## config.mk

```make
export PLATFORM = sky130hd
export DESIGN_NAME = date_keyed_min_heap_queue_core_flat
export DESIGN_NICKNAME = d
export VERILOG_FILES = /design/src/rtl/core/dkmhq_pkg.sv /design/src/rtl/core/dkmhq_if.sv /design/src/rtl/core/dkmhq_ctrl.sv /design/src/rtl/core/dkmhq_datapath.sv /design/src/rtl/core/date_keyed_min_heap_queue_core.sv /design/src/flat_wrapper.sv
export SDC_FILE = /design/constraint.sdc
export NUM_CORES = 2
export LEC_CHECK = 0
export ABC_CLOCK_PERIOD_IN_PS = 16600
export BUFFER_PORTS_ARGS = -buffer_cell sky130_fd_sc_hd__buf_4
export CAP_MARGIN = 10
export CORE_UTILIZATION = 44
export CTS_BUF_LIST = sky130_fd_sc_hd__clkbuf_16
export DETAILED_ROUTE_END_ITERATION = 10
export GPL_ROUTABILITY_DRIVEN = 0
export PLACE_DENSITY = 0.63
export SYNTH_ARGS = -nofsm -noshare
export SYNTH_HDL_FRONTEND = slang
export SYNTH_SLANG_ARGS = --single-unit
```

## constraint.sdc

```tcl
create_clock -name clock -period 16.6 [get_ports clock]
set_input_delay 0.83 -clock clock [delete_from_list [all_inputs] [get_ports clock]]
set_output_delay 0.83 -clock clock [all_outputs]
set_load 0.05 [all_outputs]
```

## src/rtl/core/dkmhq_pkg.sv

```systemverilog
// Shared types, constants and helpers for the date-keyed heap queue.
// No dependencies; used by the interfaces, controller, datapath, top level, checker and testbench.
`timescale 1ns / 1ps
`default_nettype none

package dkmhq_pkg;

   // Heap sizing.
   localparam int CAPACITY  = 64;
   localparam int ADDR_W    = $clog2(CAPACITY);
   localparam int CNT_W     = $clog2(CAPACITY + 1);
   localparam int IDX_W     = ADDR_W + 2;
   localparam int ENTRIES_W = 7;
   localparam int TOTAL_W   = 32;

   // Field widths.
   localparam int ID_W    = 16;
   localparam int YEAR_W  = 12;
   localparam int MONTH_W = 4;
   localparam int DAY_W   = 5;
   localparam int KEY_W   = YEAR_W + MONTH_W + DAY_W;

   // Operation codes of the request beat.
   localparam logic OP_INSERT  = 1'b0;
   localparam logic OP_EXTRACT = 1'b1;

   typedef enum logic [1:0] {
      ST_OK    = 2'd0,
      ST_FULL  = 2'd1,
      ST_EMPTY = 2'd2
   } dkmhq_status_type;

   typedef struct packed {
      logic [ID_W-1:0]    id;
      logic [YEAR_W-1:0]  year;
      logic [MONTH_W-1:0] month;
      logic [DAY_W-1:0]   day;
   } dkmhq_entry_type;

   typedef struct packed {
      dkmhq_status_type       status;
      dkmhq_entry_type        entry;
      logic [ENTRIES_W-1:0]   entries_held;
      logic [TOTAL_W-1:0]     requests_seen;
   } dkmhq_result_type;

   typedef enum logic [2:0] {
      S_IDLE,
      S_UP_CHECK,
      S_UP_CMP,
      S_EXT_READ,
      S_EXT_LOAD,
      S_DN_CHECK,
      S_DN_CMP,
      S_FINISH
   } dkmhq_state_type;

   // Commands from the controller to the datapath.
   typedef struct packed {
      logic accept;
      logic ext_read;
      logic ext_load;
      logic dn_read;
      logic move_up;
      logic move_down;
      logic place;
      logic load_out;
   } dkmhq_cmd_type;

   // Status from the datapath to the controller.
   typedef struct packed {
      logic req_extract;
      logic full;
      logic empty;
      logic at_root;
      logic leaf;
      logic up_swap;
      logic down_swap;
      logic out_busy;
   } dkmhq_stat_type;

   // Ordering key: year, then month, then day.
   function automatic logic [KEY_W-1:0] key_of(dkmhq_entry_type e);
      return {e.year, e.month, e.day};
   endfunction

endpackage

`default_nettype wire

```

## src/rtl/core/dkmhq_if.sv

```systemverilog
// Request and response channel interfaces of the date-keyed heap queue.
// Depends on dkmhq_pkg for the field widths.
`timescale 1ns / 1ps
`default_nettype none

interface dkmhq_req_if;
   logic                          valid;
   logic                          ready;
   logic                          operation;
   logic [dkmhq_pkg::ID_W-1:0]    requester_id;
   logic [dkmhq_pkg::YEAR_W-1:0]  req_year;
   logic [dkmhq_pkg::MONTH_W-1:0] req_month;
   logic [dkmhq_pkg::DAY_W-1:0]   req_day;

   modport source (output valid, operation, requester_id, req_year, req_month, req_day,
                   input ready);
   modport sink (input valid, operation, requester_id, req_year, req_month, req_day,
                 output ready);
endinterface

interface dkmhq_rsp_if;
   logic                            valid;
   logic                            ready;
   logic [1:0]                      status;
   logic [dkmhq_pkg::ID_W-1:0]      out_id;
   logic [dkmhq_pkg::YEAR_W-1:0]    out_year;
   logic [dkmhq_pkg::MONTH_W-1:0]   out_month;
   logic [dkmhq_pkg::DAY_W-1:0]     out_day;
   logic [dkmhq_pkg::ENTRIES_W-1:0] entries_held;
   logic [dkmhq_pkg::TOTAL_W-1:0]   requests_seen;

   modport source (output valid, status, out_id, out_year, out_month, out_day,
                   entries_held, requests_seen, input ready);
   modport sink (input valid, status, out_id, out_year, out_month, out_day,
                 entries_held, requests_seen, output ready);
endinterface

`default_nettype wire

```

## src/rtl/core/dkmhq_ctrl.sv

```systemverilog
// Controller state machine of the date-keyed heap queue.
// Depends on dkmhq_pkg; drives dkmhq_datapath through command and status structs.
`timescale 1ns / 1ps
`default_nettype none

module dkmhq_ctrl (
   input  wire                      clock,
   input  wire                      reset,
   input  wire                      req_valid,
   output logic                     req_ready,
   input  dkmhq_pkg::dkmhq_stat_type stat,
   output dkmhq_pkg::dkmhq_cmd_type  cmd
);
   import dkmhq_pkg::*;

   dkmhq_state_type state_ff, state_in;

   // State register.
   always_ff @(posedge clock) begin
      if (reset) begin
         state_ff <= S_IDLE;
      end else begin
         state_ff <= state_in;
      end
   end

   // Next state.
   always_comb begin
      state_in = state_ff;
      case (state_ff)
         S_IDLE: begin
            if (req_valid) begin
               if (stat.req_extract) begin
                  state_in = stat.empty ? S_FINISH : S_EXT_READ;
               end else begin
                  state_in = stat.full ? S_FINISH : S_UP_CHECK;
               end
            end
         end
         S_UP_CHECK: state_in = stat.at_root ? S_FINISH : S_UP_CMP;
         S_UP_CMP:   state_in = stat.up_swap ? S_UP_CHECK : S_FINISH;
         S_EXT_READ: state_in = S_EXT_LOAD;
         S_EXT_LOAD: state_in = S_DN_CHECK;
         S_DN_CHECK: state_in = stat.leaf ? S_FINISH : S_DN_CMP;
         S_DN_CMP:   state_in = stat.down_swap ? S_DN_CHECK : S_FINISH;
         S_FINISH:   state_in = stat.out_busy ? S_FINISH : S_IDLE;
         default:    state_in = S_IDLE;
      endcase
   end

   // Commands for the current state.
   always_comb begin
      cmd       = '0;
      req_ready = 1'b0;
      case (state_ff)
         S_IDLE: begin
            req_ready  = 1'b1;
            cmd.accept = req_valid;
         end
         S_UP_CHECK: begin
            cmd.place = stat.at_root;
         end
         S_UP_CMP: begin
            cmd.move_up = stat.up_swap;
            cmd.place   = !stat.up_swap;
         end
         S_EXT_READ: cmd.ext_read = 1'b1;
         S_EXT_LOAD: cmd.ext_load = 1'b1;
         S_DN_CHECK: begin
            cmd.place   = stat.leaf;
            cmd.dn_read = !stat.leaf;
         end
         S_DN_CMP: begin
            cmd.move_down = stat.down_swap;
            cmd.place     = !stat.down_swap;
         end
         S_FINISH: cmd.load_out = !stat.out_busy;
         default: begin
            cmd = '0;
         end
      endcase
   end

endmodule

`default_nettype wire

```

## src/rtl/core/dkmhq_datapath.sv

```systemverilog
// Datapath of the date-keyed heap queue: heap memory, counters, sift registers
// and the result register. Depends on dkmhq_pkg; commanded by dkmhq_ctrl.
`timescale 1ns / 1ps
`default_nettype none

module dkmhq_datapath (
   input  wire                        clock,
   input  wire                        reset,
   input  wire                        in_op,
   input  dkmhq_pkg::dkmhq_entry_type  in_entry,
   input  dkmhq_pkg::dkmhq_cmd_type    cmd,
   output dkmhq_pkg::dkmhq_stat_type   stat,
   input  wire                        rsp_ready,
   output logic                       out_valid,
   output dkmhq_pkg::dkmhq_result_type result
);
   import dkmhq_pkg::*;

   dkmhq_entry_type heap_mem [CAPACITY];

   logic [CNT_W-1:0]   count_ff, count_in;
   logic [TOTAL_W-1:0] total_ff, total_in;
   logic               out_valid_ff, out_valid_in;
   logic [ADDR_W-1:0]  pos_ff, pos_in;
   dkmhq_entry_type    cur_ff, cur_in;
   dkmhq_entry_type    got_ff, got_in;
   dkmhq_status_type   code_ff, code_in;
   dkmhq_entry_type    rd_a_ff, rd_b_ff;
   dkmhq_result_type   out_ff, out_in;

   logic [IDX_W-1:0]  left_idx, right_idx, cnt_ext;
   logic [ADDR_W-1:0] parent_addr, last_addr, best_addr;
   logic [ADDR_W-1:0] rd_a_addr, rd_b_addr;
   logic              right_ok, pick_right, full, empty, wr_en;
   dkmhq_entry_type   best_entry, wr_data;

   // Neighbor indexes of the current position.
   assign left_idx    = IDX_W'({pos_ff, 1'b1});
   assign right_idx   = left_idx + IDX_W'(1);
   assign cnt_ext     = IDX_W'(count_ff);
   assign parent_addr = (pos_ff - ADDR_W'(1)) >> 1;
   assign last_addr   = ADDR_W'(count_ff - CNT_W'(1));

   // Smaller child; the left one wins a tie.
   assign right_ok   = right_idx < cnt_ext;
   assign pick_right = right_ok && (key_of(rd_b_ff) < key_of(rd_a_ff));
   assign best_entry = pick_right ? rd_b_ff : rd_a_ff;
   assign best_addr  = pick_right ? right_idx[ADDR_W-1:0] : left_idx[ADDR_W-1:0];

   assign full  = count_ff >= CNT_W'(CAPACITY);
   assign empty = count_ff == '0;

   // Status for the controller.
   always_comb begin
      stat.req_extract = in_op == OP_EXTRACT;
      stat.full        = full;
      stat.empty       = empty;
      stat.at_root     = pos_ff == '0;
      stat.leaf        = left_idx >= cnt_ext;
      stat.up_swap     = key_of(rd_a_ff) > key_of(cur_ff);
      stat.down_swap   = key_of(best_entry) < key_of(cur_ff);
      stat.out_busy    = out_valid_ff && !rsp_ready;
   end

   // Memory port addresses and write data.
   always_comb begin
      rd_a_addr = parent_addr;
      rd_b_addr = right_idx[ADDR_W-1:0];
      if (cmd.ext_read) begin
         rd_a_addr = '0;
         rd_b_addr = last_addr;
      end else if (cmd.dn_read) begin
         rd_a_addr = left_idx[ADDR_W-1:0];
      end
      wr_en   = cmd.move_up || cmd.move_down || cmd.place;
      wr_data = cur_ff;
      if (cmd.move_up) begin
         wr_data = rd_a_ff;
      end else if (cmd.move_down) begin
         wr_data = best_entry;
      end
   end

   // Heap memory: one write port, two registered read ports.
   always_ff @(posedge clock) begin
      if (wr_en) begin
         heap_mem[pos_ff] <= wr_data;
      end
      rd_a_ff <= heap_mem[rd_a_addr];
      rd_b_ff <= heap_mem[rd_b_addr];
   end

   // Next values of the counters and sift registers.
   always_comb begin
      count_in = count_ff;
      total_in = total_ff;
      pos_in   = pos_ff;
      cur_in   = cur_ff;
      got_in   = got_ff;
      code_in  = code_ff;
      if (cmd.accept) begin
         cur_in  = in_entry;
         got_in  = '0;
         pos_in  = count_ff[ADDR_W-1:0];
         code_in = ST_OK;
         if (in_op == OP_INSERT) begin
            total_in = total_ff + TOTAL_W'(1);
            if (full) begin
               code_in = ST_FULL;
            end else begin
               count_in = count_ff + CNT_W'(1);
            end
         end else if (empty) begin
            code_in = ST_EMPTY;
         end
      end
      if (cmd.ext_read) begin
         count_in = count_ff - CNT_W'(1);
      end
      if (cmd.ext_load) begin
         got_in = rd_a_ff;
         cur_in = rd_b_ff;
         pos_in = '0;
      end
      if (cmd.move_up) begin
         pos_in = parent_addr;
      end
      if (cmd.move_down) begin
         pos_in = best_addr;
      end
   end

   // Result register and its valid bit.
   always_comb begin
      out_in       = out_ff;
      out_valid_in = out_valid_ff && !rsp_ready;
      if (cmd.load_out) begin
         out_in.status        = code_ff;
         out_in.entry         = got_ff;
         out_in.entries_held  = ENTRIES_W'(count_ff);
         out_in.requests_seen = total_ff;
         out_valid_in         = 1'b1;
      end
   end

   // Control state with reset.
   always_ff @(posedge clock) begin
      if (reset) begin
         count_ff     <= '0;
         total_ff     <= '0;
         out_valid_ff <= 1'b0;
      end else begin
         count_ff     <= count_in;
         total_ff     <= total_in;
         out_valid_ff <= out_valid_in;
      end
   end

   // Payload registers.
   always_ff @(posedge clock) begin
      pos_ff  <= pos_in;
      cur_ff  <= cur_in;
      got_ff  <= got_in;
      code_ff <= code_in;
      out_ff  <= out_in;
   end

   assign out_valid = out_valid_ff;
   assign result    = out_ff;

endmodule

`default_nettype wire

```

## src/rtl/core/date_keyed_min_heap_queue_core.sv

```systemverilog
// Date-keyed min-heap queue: a 64-entry priority queue ordered by year, month, day.
//
// Channels: req_bus carries one operation per beat (insert with requester id and
// date, or extract earliest); rsp_bus returns exactly one beat per request with a
// status, the extracted entry (zeros unless an extract succeeded), the number of
// entries held and the running count of insert requests. Both use valid/ready;
// a beat moves on a rising clock edge with valid and ready high.
// Sequence: an insert runs an up-check and an up-compare state per heap level the
// entry moves; an extract reads the root and the last entry, loads them, then runs
// a down-check and a down-compare state per level the entry moves (at most 6). Each
// check issues a registered read of the heap memory; each compare compares and writes.
// A full insert or an empty extract goes straight to the finish state. Requests are
// handled one at a time; the next is taken in the cycle after the previous result is
// loaded, even while that response still waits, but its own result then waits too.
// Reset: synchronous, active high; empties the heap and clears the request count.
// Heap memory is not cleared; only written entries are ever used.
// Stall: a held response stays stable; a finished request waits in the
// controller until the response register frees up.
`timescale 1ns / 1ps
`default_nettype none

module date_keyed_min_heap_queue_core (
   input wire          clock,
   input wire          reset,
   dkmhq_req_if.sink   req_bus,
   dkmhq_rsp_if.source rsp_bus
);
   import dkmhq_pkg::*;

   dkmhq_cmd_type    cmd;
   dkmhq_stat_type   stat;
   dkmhq_entry_type  in_entry;
   dkmhq_result_type result;
   logic             out_valid;
   logic             req_ready;

   // Request payload packed as a heap entry.
   assign in_entry.id    = req_bus.requester_id;
   assign in_entry.year  = req_bus.req_year;
   assign in_entry.month = req_bus.req_month;
   assign in_entry.day   = req_bus.req_day;

   dkmhq_ctrl u_ctrl (
      .clock     (clock),
      .reset     (reset),
      .req_valid (req_bus.valid),
      .req_ready (req_ready),
      .stat      (stat),
      .cmd       (cmd)
   );

   dkmhq_datapath u_datapath (
      .clock     (clock),
      .reset     (reset),
      .in_op     (req_bus.operation),
      .in_entry  (in_entry),
      .cmd       (cmd),
      .stat      (stat),
      .rsp_ready (rsp_bus.ready),
      .out_valid (out_valid),
      .result    (result)
   );

   // Channel outputs.
   assign req_bus.ready         = req_ready;
   assign rsp_bus.valid         = out_valid;
   assign rsp_bus.status        = result.status;
   assign rsp_bus.out_id        = result.entry.id;
   assign rsp_bus.out_year      = result.entry.year;
   assign rsp_bus.out_month     = result.entry.month;
   assign rsp_bus.out_day       = result.entry.day;
   assign rsp_bus.entries_held  = result.entries_held;
   assign rsp_bus.requests_seen = result.requests_seen;

endmodule

`default_nettype wire

```

## src/flat_wrapper.sv

```systemverilog
// flat-port wrapper written by rule: the top's interface ports become plain ports
module date_keyed_min_heap_queue_core_flat import dkmhq_pkg::*;
  (clock, reset, req_bus_valid, req_bus_operation, req_bus_requester_id, req_bus_req_year, req_bus_req_month, req_bus_req_day, req_bus_ready, rsp_bus_valid, rsp_bus_status, rsp_bus_out_id, rsp_bus_out_year, rsp_bus_out_month, rsp_bus_out_day, rsp_bus_entries_held, rsp_bus_requests_seen, rsp_bus_ready);
  dkmhq_req_if req_bus_i ();
  dkmhq_rsp_if rsp_bus_i ();
  input wire clock;
  input wire reset;
  input wire logic [$bits(req_bus_i.valid)-1:0] req_bus_valid;
  input wire logic [$bits(req_bus_i.operation)-1:0] req_bus_operation;
  input wire logic [$bits(req_bus_i.requester_id)-1:0] req_bus_requester_id;
  input wire logic [$bits(req_bus_i.req_year)-1:0] req_bus_req_year;
  input wire logic [$bits(req_bus_i.req_month)-1:0] req_bus_req_month;
  input wire logic [$bits(req_bus_i.req_day)-1:0] req_bus_req_day;
  output wire logic [$bits(req_bus_i.ready)-1:0] req_bus_ready;
  output wire logic [$bits(rsp_bus_i.valid)-1:0] rsp_bus_valid;
  output wire logic [$bits(rsp_bus_i.status)-1:0] rsp_bus_status;
  output wire logic [$bits(rsp_bus_i.out_id)-1:0] rsp_bus_out_id;
  output wire logic [$bits(rsp_bus_i.out_year)-1:0] rsp_bus_out_year;
  output wire logic [$bits(rsp_bus_i.out_month)-1:0] rsp_bus_out_month;
  output wire logic [$bits(rsp_bus_i.out_day)-1:0] rsp_bus_out_day;
  output wire logic [$bits(rsp_bus_i.entries_held)-1:0] rsp_bus_entries_held;
  output wire logic [$bits(rsp_bus_i.requests_seen)-1:0] rsp_bus_requests_seen;
  input wire logic [$bits(rsp_bus_i.ready)-1:0] rsp_bus_ready;
  assign req_bus_i.valid = req_bus_valid;
  assign req_bus_i.operation = req_bus_operation;
  assign req_bus_i.requester_id = req_bus_requester_id;
  assign req_bus_i.req_year = req_bus_req_year;
  assign req_bus_i.req_month = req_bus_req_month;
  assign req_bus_i.req_day = req_bus_req_day;
  assign req_bus_ready = req_bus_i.ready;
  assign rsp_bus_valid = rsp_bus_i.valid;
  assign rsp_bus_status = rsp_bus_i.status;
  assign rsp_bus_out_id = rsp_bus_i.out_id;
  assign rsp_bus_out_year = rsp_bus_i.out_year;
  assign rsp_bus_out_month = rsp_bus_i.out_month;
  assign rsp_bus_out_day = rsp_bus_i.out_day;
  assign rsp_bus_entries_held = rsp_bus_i.entries_held;
  assign rsp_bus_requests_seen = rsp_bus_i.requests_seen;
  assign rsp_bus_i.ready = rsp_bus_ready;
  date_keyed_min_heap_queue_core u_core (.clock(clock), .reset(reset), .req_bus(req_bus_i), .rsp_bus(rsp_bus_i));
endmodule
```

==> impl_results.md <==
- Share of layout cells above drive strength 1: 25.8%
- Top Ports: 122
- Worst-path cell chain: nand3_1 > o21ai_0 > o21ai_0 > ha_1 > a211oi_1 > o21ai_0 > nor2_1 > o31ai_1 > o21bai_1 > nor2_4 > o21ai_0 > ha_1 > a21o_1 > a21o_1 > a21oi_1 > o31ai_1 > nor4_1 > nand3_1 > nand4b_1 > and4b_4 > buf_4 > nor3_2 > buf_4
- Post-synth EDFFs: 2528
- Die X: between 500 and 600 µm
- Initial drt markers: 10300
- Initial antenna violation count: 38
- Multi-input combinational cell area: 38800 µm²
- Sw frac: between 40% and 50%
- Worst-skew pair later-pin latency: between 0.9 and 1 ns
- Post-synth ARST share: 0%
- LEAKAGE: between 40 and 50 nW
- Row cnt: 190
- Drt wl/cell: 36.1 µm
- Die span in y: 522 µm
- Post CTS Setup Buffer Count: 0
- CP Class: flop to flop
- Synthesis-stage register bit count: around 2600
- Hold slack: about 0.17 ns
- First-pass GRT wire length: roughly 540000 µm
- DP Area: about 120000 µm²
- Commonest non-fill, non-tap cell in the layout: edfxtp_1
- Final hold violation count: 0
- Mapped Cells: 6730
- CTS tree: done
- Largest net degree at the start of global routing: about 110
- CP delay by family, top: simple AND/OR/NAND/NOR gates
- CP max stage cell: nor2_4
- TNS Setup: 0 ns
- Worst EP arrival: roughly 9.9 ns
- Max-slew violation count: 0
- Synth warn: 0
- Most used DFF post-synth: edfxtp_1
- Clock share of power: 20.3%
- Via density: between 6 and 7
- Sequential cell area: ~78000 µm²
- RSZ-0062 raised after global routing: false
- Worst Max-Slew Pin Slew: around 1.3 ns
- Sequential power share: 30.2%
- Post-Syn Nets: 6851
- Top post-synthesis cells by area: edfxtp_1, mux4_2, mux2i_1, dfxtp_1, a211oi_1
- Starting density of the core: 44.3%
- Comb pwr share: between 40% and 50%
- Placeable Area: about 270000 µm²
- Die Area: around 270000 µm²
- Switching pwr: around 13 mW
- Vias in the first global route: 70500
- Crit path top cell by count: o21ai_0
- CTS sink count: around 2600
- Hold-fix buffers at CTS: 0
- Tcrit/Tclk final: a little under three fifths
- Startpoint types: flop
- Residual DRC: 0
- Max incr delay on CP: ~0.87 ns
- CTS max path bufs: 4
- Antenna viol nets, final: 0
- Worst hold path class: primary input to flop
- Peak VDD IR: ~0.00028 V
- Fill count: 21500
- Gr ovfl total: 0
- TritonRoute pass-1 iters: 6
- Total internal power: around 18 mW
- Crit path capture type: flop
- Inserted Clock Buffers: 292
- Root buffer cell: clkbuf_16
- Slew HR: 11.6%
- Setup violators final: 0
- Max-Cap Viols: 0
- Crit path required time: 17.15 ns
- Post-synth top area cell: edfxtp_1
- Total Routed Length: between 300000 and 400000 µm
- Vias after detailed routing: between 70000 and 80000
- Commonest cells after routing, fill and taps aside: edfxtp_1, mux4_2, mux2i_1
- CP Max Fanout: 46
- Final layout net count: roughly 7000
- Post-synth cell types: between 70 and 80
- Fin area: ~130000 µm²
- HPWL Detailed: about 230000 µm
- Post-CTS Resized: 0
- Area Overhead vs Synth: 12.5%
- Highest clock rate: between 100 and 150 MHz
- GRT Total Usage: between 20% and 30%
- Synth Area per Inst: between 15 and 20 µm²
- Top cell type's share of synthesized area: between 60% and 70%
- Min cycle time layout: about 9.3 ns
- CTS HTree Levels: 5
- Buf/Inv on CP: 2
- Outcome: completed
- Mapped cell area: 119000 µm²
- Worst clock skew: 0.0427 ns
- Seq/Total Area, Yosys: 65.8%
- Final core utilization: 49.8%
- Power density cells: 230 nW/µm²
- Number of port buffers: around 120
- Worst-path clk slew: roughly 0.060 ns
sequential cells by signal, summed over array words and instances, names as in the netlist:
signal                       cells
u_core.u_datapath.total_ff      32
u_core.u_ctrl.state_ff           3
u_core.u_datapath.rd_b_ff       37
u_core.u_datapath.code_ff        2
u_core.u_datapath.result        78
u_core.u_datapath.cur_ff        37
u_core.u_datapath.heap_mem    2368
u_core.u_datapath.rd_a_ff       37
u_core.u_datapath.got_ff        37
u_core.u_datapath.count_ff       7
u_core.u_datapath.out_valid      1
u_core.u_datapath.pos_ff         6
stage by stage:
| step | worst slack (ns) | total power [mW] | cells |
|---|---|---|---|
| floorplan | 8.40 | 18.5 | 6730 |
| global placement | 7.91 | 24.1 | 10100 |
| detailed placement | 7.70 | 24.2 | 10100 |
| CTS | 7.68 | 30.4 | 10600 |
| global route | 7.07 | 31.6 | 10600 |
| finish | 7.27 | 30.7 | 10600 |
worst paths after layout:
| path | startpoint | to | slack (ns) | cells after the start |
|---|---|---|---|---|
| max reg2reg | u_core.u_datapath.pos_ff[2] | u_core.u_datapath.heap_mem[50][5] | 7.27 | 23 |
| min reg2reg | u_core.u_datapath.got_ff[28] | u_core.u_datapath.result[67] | 0.42 | 0 |
| max | u_core.u_datapath.pos_ff[2] | u_core.u_datapath.heap_mem[50][5] | 7.27 | 23 |
| min | req_bus_valid | u_core.u_ctrl.state_ff[0] | 0.17 | 3 |
worst reg2reg max path, stage by stage (launching register included):
cell	delay [ns]
edfxtp_1	0.69
nand3_1	0.74
o21ai_0	0.39
o21ai_0	0.19
ha_1	0.26
a211oi_1	0.17
o21ai_0	0.14
nor2_1	0.16
o31ai_1	0.10
o21bai_1	0.25
nor2_4	0.87
o21ai_0	0.21
ha_1	0.34
a21o_1	0.18
a21o_1	0.17
a21oi_1	0.34
o31ai_1	0.19
nor4_1	0.58
nand3_1	0.20
nand4b_1	0.18
and4b_4	0.38
buf_4	0.44
nor3_2	0.84
buf_4	0.83
synth_stat cells, drive strengths merged, types with 6 or more instances:
library cell and n:
o22a 19, mux2i 409, a31oi 44, a2bb2oi 37, xor2 26, a22o 35
buf 253, or4b 23, or2 6, a211oi 304, nor4 7, or4 16
xnor2 19, ha 79, inv 57, or3 24, dfxtp 117, o221a 20
edfxtp 2528, nand4 23, nand2 241, clkbuf 262, nor3 104, and2 22
nor2b 164, and3 11, o21ai 150, o22ai 110, a21oi 306, mux4 887
mux2 40, nand2b 7, o21a 25, nor2 96, nand3 112, a22oi 73
a21o 30
routing by layer:
layer | vias to the layer above | wire [µm] | track usage (%)
met4 | 16 | 17900 | 12.0
met1 | 37800 | 143000 | 37.7
met5 | - | 103 | 0
met2 | 5014 | 172000 | 41.7
met3 | 814 | 50100 | 8.54
li1 | 28400 | - | -
final cells by class:
| class | count | share of cell area [%] |
|---|---|---|
| flip-flops and latches | 2645 | 58.5 |
| diodes | 11 | 0.0206 |
| clock inverters | 194 | 1.10 |
| well taps | 3552 | 3.32 |
| repair buffers | 363 | 2.25 |
| multi-input cells | 3513 | 29.0 |
| inverters | 57 | 0.160 |
| clock buffers | 301 | 5.63 |
power by group through the flow:
stage          logic [mW]  registers (mW)  clock network (mW)
2_1_floorplan        9.20            9.31                   0
3_3_place_gp         14.7            9.38                   0
3_5_place_dp         14.8            9.40                   0
4_1_cts              14.8            9.26                6.28
5_1_grt              15.8            9.28                6.50
6_report             15.2            9.26                6.22
cell families (layout without fill, tap and decap cells):
logic type,after synthesis,count (layout),synth area share (%)
other,0,11,0
xor gates and xnor gates,45,45,0.332
AOI/OAI and AO/OA,1186,1186,6.58
muxes,1336,1336,20.6
adders and majority gates,79,79,0.831
and+or+nand+nor,867,867,3.75
DFF,2645,2645,65.8
buffers and inverters,572,915,2.06
Power figures use the tool's default switching activity.
